$ cat src/rtl/pcf_pkg.sv
// shared constants and types of the pairwise contact finder
package pcf_pkg;

  localparam int MAX_POINTS_DEF = 64;
  localparam int COORD_BITS_DEF = 24;
  localparam int CUTOFF_BITS    = 50;
  localparam int INDEX_BITS     = 6;
  localparam int OUT_DATA_W     = 16;

  typedef struct packed {
    logic hit;
    logic busy;
  } pipe_stat_t;

endpackage

$ cat src/rtl/pcf_dist_pipe.sv
// squared distance pipeline: gap magnitudes, squares, sum, cutoff compare
module pcf_dist_pipe import pcf_pkg::*; #(
  parameter int COORD_BITS = COORD_BITS_DEF,
  parameter int IDX_W      = INDEX_BITS,
  localparam int PointW = 3 * COORD_BITS
) (
  input  logic                   clk,
  input  logic                   rst,
  input  logic                   adv,
  input  logic                   issue_valid,
  input  logic [IDX_W-1:0]       issue_idx,
  input  logic [PointW-1:0]      stored_point,
  input  logic [PointW-1:0]      probe_point,
  input  logic [CUTOFF_BITS-1:0] cutoff,
  output pipe_stat_t             stat,
  output logic [IDX_W-1:0]       hit_idx
);

  localparam int SqW  = 2 * COORD_BITS;
  localparam int SumW = SqW + 2;
  localparam int CmpW = (SumW > CUTOFF_BITS) ? SumW : CUTOFF_BITS;

  logic                   v1, v2, v3, v4;
  logic [IDX_W-1:0]       idx1, idx2, idx3, idx4;
  logic signed [COORD_BITS:0] gap [3];
  logic [COORD_BITS-1:0]  mag_next [3];
  logic [COORD_BITS-1:0]  mag [3];
  logic [SqW-1:0]         sq [3];
  logic [SumW-1:0]        sum;

  always_comb begin
    for (int k = 0; k < 3; k++) begin
      gap[k] = $signed({probe_point[k*COORD_BITS + COORD_BITS - 1],
                        probe_point[k*COORD_BITS +: COORD_BITS]})
             - $signed({stored_point[k*COORD_BITS + COORD_BITS - 1],
                        stored_point[k*COORD_BITS +: COORD_BITS]});
      mag_next[k] = gap[k][COORD_BITS] ? COORD_BITS'(-gap[k]) : gap[k][COORD_BITS-1:0];
    end
  end

  always_ff @(posedge clk) begin
    if (rst) begin
      v1 <= 1'b0;
      v2 <= 1'b0;
      v3 <= 1'b0;
      v4 <= 1'b0;
    end else if (adv) begin
      v1 <= issue_valid;
      v2 <= v1;
      v3 <= v2;
      v4 <= v3;
    end
  end

  always_ff @(posedge clk) begin
    if (adv) begin
      idx1 <= issue_idx;
      idx2 <= idx1;
      idx3 <= idx2;
      idx4 <= idx3;
      for (int k = 0; k < 3; k++) begin
        mag[k] <= mag_next[k];
        sq[k]  <= SqW'(mag[k]) * SqW'(mag[k]);
      end
      sum <= SumW'(sq[0]) + SumW'(sq[1]) + SumW'(sq[2]);
    end
  end

  assign stat.hit  = v4 && (CmpW'(sum) < CmpW'(cutoff));
  assign stat.busy = v1 | v2 | v3 | v4;
  assign hit_idx   = idx4;

endmodule

$ cat config.mk
export PLATFORM = sky130hd
export DESIGN_NAME = pcf_dist_pipe
export DESIGN_NICKNAME = d
export VERILOG_FILES = /design/src/rtl/pcf_pkg.sv /design/src/rtl/pcf_dist_pipe.sv
export SDC_FILE = /design/constraint.sdc
export NUM_CORES = 2
export LEC_CHECK = 0
export ABC_CLOCK_PERIOD_IN_PS = 8080
export BUFFER_PORTS_ARGS = -buffer_cell sky130_fd_sc_hd__buf_2
export CORE_MARGIN = 2
export CORE_UTILIZATION = 60
export DETAILED_ROUTE_END_ITERATION = 7
export HOLD_SLACK_MARGIN = 0.03
export PLACE_DENSITY_LB_ADDON = 0.05
export SETUP_SLACK_MARGIN = 0.05
export SLEW_MARGIN = 20
export SYNTH_ARGS = -nofsm -noshare
export SYNTH_HDL_FRONTEND = slang
export SYNTH_SLANG_ARGS = --single-unit
export TNS_END_PERCENT = 5
$ cat constraint.sdc
create_clock -name clk -period 8.08 [get_ports clk]
set_input_delay 1.212 -clock clk [delete_from_list [all_inputs] [get_ports clk]]
set_output_delay 1.212 -clock clk [all_outputs]
set_load 0.02 [all_outputs]
# --- Word level (Yosys, flattened, before mapping) ---
# Memory sizes are Yosys's and may differ from the RTL's.
# Cells that the tools add are included.
# Widths: inputs -> output; s select.
word_totals:
  reg_bits: 78
  latch_bits: 0
  ram_bits: 216
  rom_bits: 0
  in_bits: 204
  out_inout_bits: 8
  n_memories: 2
classes:
  n_addsub: 8
  mul: 3
  div_mod_pow: 0
  n_lt_le_gt_ge: 1
  eq_ne: 0
  shift: 0
  mux: 5
  n_bitwise: 3
  reduce_logical: 1
memory_table:
  columns: ["memory", "words", "width", "rd", "rd_ports_with_merged_regs", "write_ports", "line_no", "text"]
  rows:
  - ["sq", 3, 48, 3, 0, 3, "pcf_dist_pipe.sv:28", "logic [SqW-1:0] sq [3];"]
  - ["mag", 3, 24, 3, 0, 3, "pcf_dist_pipe.sv:27", "logic [COORD_BITS-1:0] mag [3];"]
ops:
  columns: ["operator", "count"]
  rows:
  - ["$mul 24x24->48", 3]
  - ["$sub 24x24->25", 3]
  - ["$mux 24", 3]
  - ["$neg 24->24", 3]
  - ["$add 49x48->50", 1]
  - ["$lt 50x50->1", 1]
  - ["$add 48x48->49", 1]
  - ["$or 1x1->1", 3]
  - ["$mux 1", 2]
  - ["$logic_and 1x1->1", 1]

# --- Depth between registers and ports, before layout ---
depth:
  ltp_word: 3
  ltp_mapped: 29
  mapped_depth_nobuf: 28

# --- Least setup slack after synthesis ---
# No wires, ideal clock.
synth_timing:
  path_type: "reg2reg"
  start: "memory mag[0][2] (netlist bit)"
  end: "memory sq[0][47] (netlist bit) (data pin)"
  t_arrival_ps: 7284
  t_required_ps: 7820
  path_slack_ps: 536
  stages_incl_launch_ff: 30
  path_buffers: 2
  path_cell_list: "edfxtp_1 clkbuf_1 clkbuf_1 nand2_1 fa_1 inv_1 fa_1 inv_1 fa_1 inv_1 fa_1 inv_1 fa_1 inv_1 fa_1 inv_1 fa_1 inv_1 ha_1 o21ai_0 o21ai_1 a221oi_2 a21oi_1 and4bb_1 o41ai_2 a2111o_1 a21o_1 a221o_1 a21oi_1 xnor2_1"
synth_rtl:
  columns: ["item", "line_no"]
  rows:
  - ["from (decl)", "pcf_dist_pipe.sv:27"]
  - ["to (decl)", "pcf_dist_pipe.sv:28"]

==> flow_summary.yaml <==
worst_setup_path:
  crit_chain: "buf_4, nand2_1, fa_1, inv_1, fa_1, inv_1, fa_1, inv_1, fa_1, fa_1, fa_1, fa_1, ha_1, o21ai_0, o21ai_1, a221oi_2, a21oi_1, and4bb_1, o41ai_2, a2111o_1, a21o_1, a221o_1, a21oi_1, xnor2_1"
  worstPathArrival_ns: 8.10
  required_ns: 8.43
  path_class: "flip-flop to flip-flop"
  critPathBufInv: 4
  timing.rr.end: "sq[0][47]$_DFFE_PP_"
  crit_family: "adder cells"
  r2r_start: "mag[0][0]$_DFFE_PP_"
  start_kind: "flip-flop"
  slowest_stage: "fa_1"
  end_kind: "flip-flop"
  crit_path_frequent_cell: "fa_1"
  cpPeakStageDelay_ns: 0.59
  crit_fanout: 18
  worst-r2r-setup-slack_ns: 0.33
  r2r_cells: 24
route:
  drtAntennaViolNets: 0
  drt_wl_total_um: 156700
  drc: 0
  wl_per_cell_um: 17.85
  via_per_inst: 5.304
  drtPass1Iterations: 5
  via_count: 46570
  drt_iter0_drc: 2858
die:
  row_count: 122
  core_area_sq_um: 110700
  die-area_sq_um: 114300
  io_pins: 212
  die_x_um: 338.1
  start_util_pct: 60.52
  die_y_um: 338.1
global_route:
  grt_pass1_vias: 49650
  grt_max_degree: 129
  antenna_found_initial: 2
  grt_usage_pct: 28.43
  gr-total-overflow: 0
  grt_pass1_wl_um: 258800
timing:
  layout_worst_path_cycle_share_pct: 95.90
  final.setup.tns_ns: 0
  worst_slew_pin_slew_ns: 0.7425
  timing.fmax_ghz: 0.1291
  relSlewSlack_pct: 50.50
  rsz0062_at_grt: "yes"
  hold_violations: 0
  setup_violations: 0
  skew_ns: 0.03706
  drv_slew: 0
  min_period_ns: 7.749
layout:
  n_antenna_cell: 0
  final_common_cell: "inv_1"
  drive_gt1_share_pct: 7.474
  layout.nets: 9475
  synthToLayoutAreaGrowth_pct: 8.153
  final_cell_mix: "inv_1 (1,968), fa_1 (1,317), ha_1 (694)"
synth:
  syn-cell-area_sq_um: 66980
  post_synth.cell_area_avg_sq_um: 9.586
  ys_ff_latch: 291
  async_reset_ff_share_pct: 0
  yosys.cell_types.count: 94
  yosys_warnings: 0
  ys_dominant_reg_cell: "edfxtp_1"
  synth-edff-count: 287
  yosysSeqAreaShare_pct: 12.99
  syn_inst: 6987
clock_tree:
  clock_sinks: 291
  htree_levels: 2
  clkLatencyLatePin_ns: 0.62
  cts_tree: "yes"
  cts_buffers: 41
  root_buffer: "clkbuf_16"
  path_clk_slew_ns: 0.06
  cts_buffer_depth: 3
hold_path:
  hold_path.class: "flip-flop to flip-flop"
  hold_path_end: "idx3[2]$_DFFE_PP_"
  min_delay_path_depth: 0
  min_from: "idx2[2]$_DFFE_PP_"
placement:
  gp_congestion: 0.9595
  io_buffers: 211
  post-dp-hpwl_um: 135400
outcome:
  status: "completed"
flow_run:
  drv_cap: 0
layout make-up:
| class | instances | area, sq um |
|---|---|---|
| multi-input cells | 4544 | 50230 |
| fillers | 9162 | 38230 |
| clock inverters | 31 | 315.3 |
| inverters | 1968 | 7387 |
| clock buffers | 44 | 1059 |
| repair buffers | 414 | 2887 |
| flip-flops and latches | 291 | 8698 |
| well taps | 1488 | 1862 |
cell usage after synthesis, types with 8 or more instances:
library cell / count / area [sq um]
inv_1: 1968 / 7387
fa_1: 1317 / 26370
ha_1: 694 / 8683
nand2_1: 579 / 2173
and2_1: 338 / 2115
edfxtp_1: 287 / 8618
a21oi_1: 243 / 1216
xnor2_1: 220 / 1927
clkbuf_1: 182 / 683.2
nor2_1: 180 / 675.7
a21o_1: 160 / 1201
o21ai_0: 110 / 550.5
xor2_1: 105 / 919.6
nor2b_1: 64 / 400.4
nand3_1: 43 / 215.2
nand4_1: 37 / 231.5
o21bai_1: 35 / 262.8
o21a_1: 32 / 240.2
nand2b_1: 31 / 193.9
nor3_1: 31 / 155.2
a31oi_1: 28 / 175.2
and3_1: 28 / 175.2
a211oi_1: 24 / 180.2
o211ai_1: 19 / 142.6
o21ai_1: 11 / 55.05
o31ai_1: 11 / 82.58
or2_2: 10 / 62.56
mux2i_1: 9 / 90.09
a2111oi_0: 8 / 70.07
nor3b_1: 8 / 60.06
or3_1: 8 / 50.05
state kept, by name, indices dropped and copies added, names as in the netlist:
signal,flops
hit_idx,6
idx1,6
idx2,6
idx3,6
mag,72
sq,141
sum,50
v1,1
v2,1
v3,1
v4,1
timing repair:
action / 4_1_cts / 5_1_grt
gates cloned: 0 / 0
gates resized for setup: 0 / 6
buffers inserted: 4 / 79
pin swaps: 0 / 0
setup endpoints to repair: 1 / 15
hold buffers: 0 / 0
how the worst max path moves through the flow:
stage	startpoint	end	slack, ns	cells after the start
floorplan	mag[0][2]$_DFFE_PP_	sq[0][47]$_DFFE_PP_	0.54	29
global placement	mag[0][34]$_DFFE_PP_	sq[0][95]$_DFFE_PP_	0.1	24
detailed placement	mag[0][34]$_DFFE_PP_	sq[0][95]$_DFFE_PP_	0.08	24
CTS	mag[0][39]$_DFFE_PP_	sq[0][94]$_DFFE_PP_	0.17	25
global route	mag[0][31]$_DFFE_PP_	sq[0][95]$_DFFE_PP_	0.02	27
finish	mag[0][0]$_DFFE_PP_	sq[0][47]$_DFFE_PP_	0.33	24
layer usage:
metal	track usage (%)	vias up	share of wire (%)
met2	47.51	1271	48
met4	6.771	2	2.5
li1	-	21800	-
met3	3.442	193	5.6
met1	39.83	23310	44
met5	0	-	0.013
cell families after synthesis:
group	synth area share [%]
AO/OA/AOI/OAI	7.872
adder cells (fa/ha/maj)	52.33
multiplexers	0.2354
other	0.005599
buffers and inverters	12.08
AND/OR/NAND/NOR	10.22
XOR/XNOR	4.274
flip-flops	12.99
worst reg2reg max path, stage by stage (launching register included):
cell      delay [ns]
edfxtp_1        0.51
buf_4           0.32
nand2_1         0.13
fa_1            0.54
inv_1           0.07
fa_1            0.53
inv_1           0.06
fa_1            0.54
inv_1           0.06
fa_1            0.40
fa_1            0.47
fa_1            0.59
fa_1            0.43
ha_1            0.39
o21ai_0         0.26
o21ai_1         0.10
a221oi_2        0.28
a21oi_1         0.14
and4bb_1        0.32
o41ai_2         0.13
a2111o_1        0.38
a21o_1          0.22
a221o_1         0.33
a21oi_1         0.19
xnor2_1         0.09
through the flow:
step	cells	area [sq um]	setup slack [ns]	hold slack [ns]	utilization, %
finish	8780	72440	0.3313	0.4194	65.45
global route	8780	72440	0.02381	0.4249	65.45
CTS	8701	71560	0.1708	0.4205	64.66
detailed placement	8622	70150	0.07937	0.4051	63.39
global placement	8622	70150	0.09651	0.4041	63.39
floorplan	6989	66980	0.5363	0.4003	-
Power is left out: the tool's default activity adds up to more than one toggle a clock period on the data nets, which glitch-free logic cannot reach.
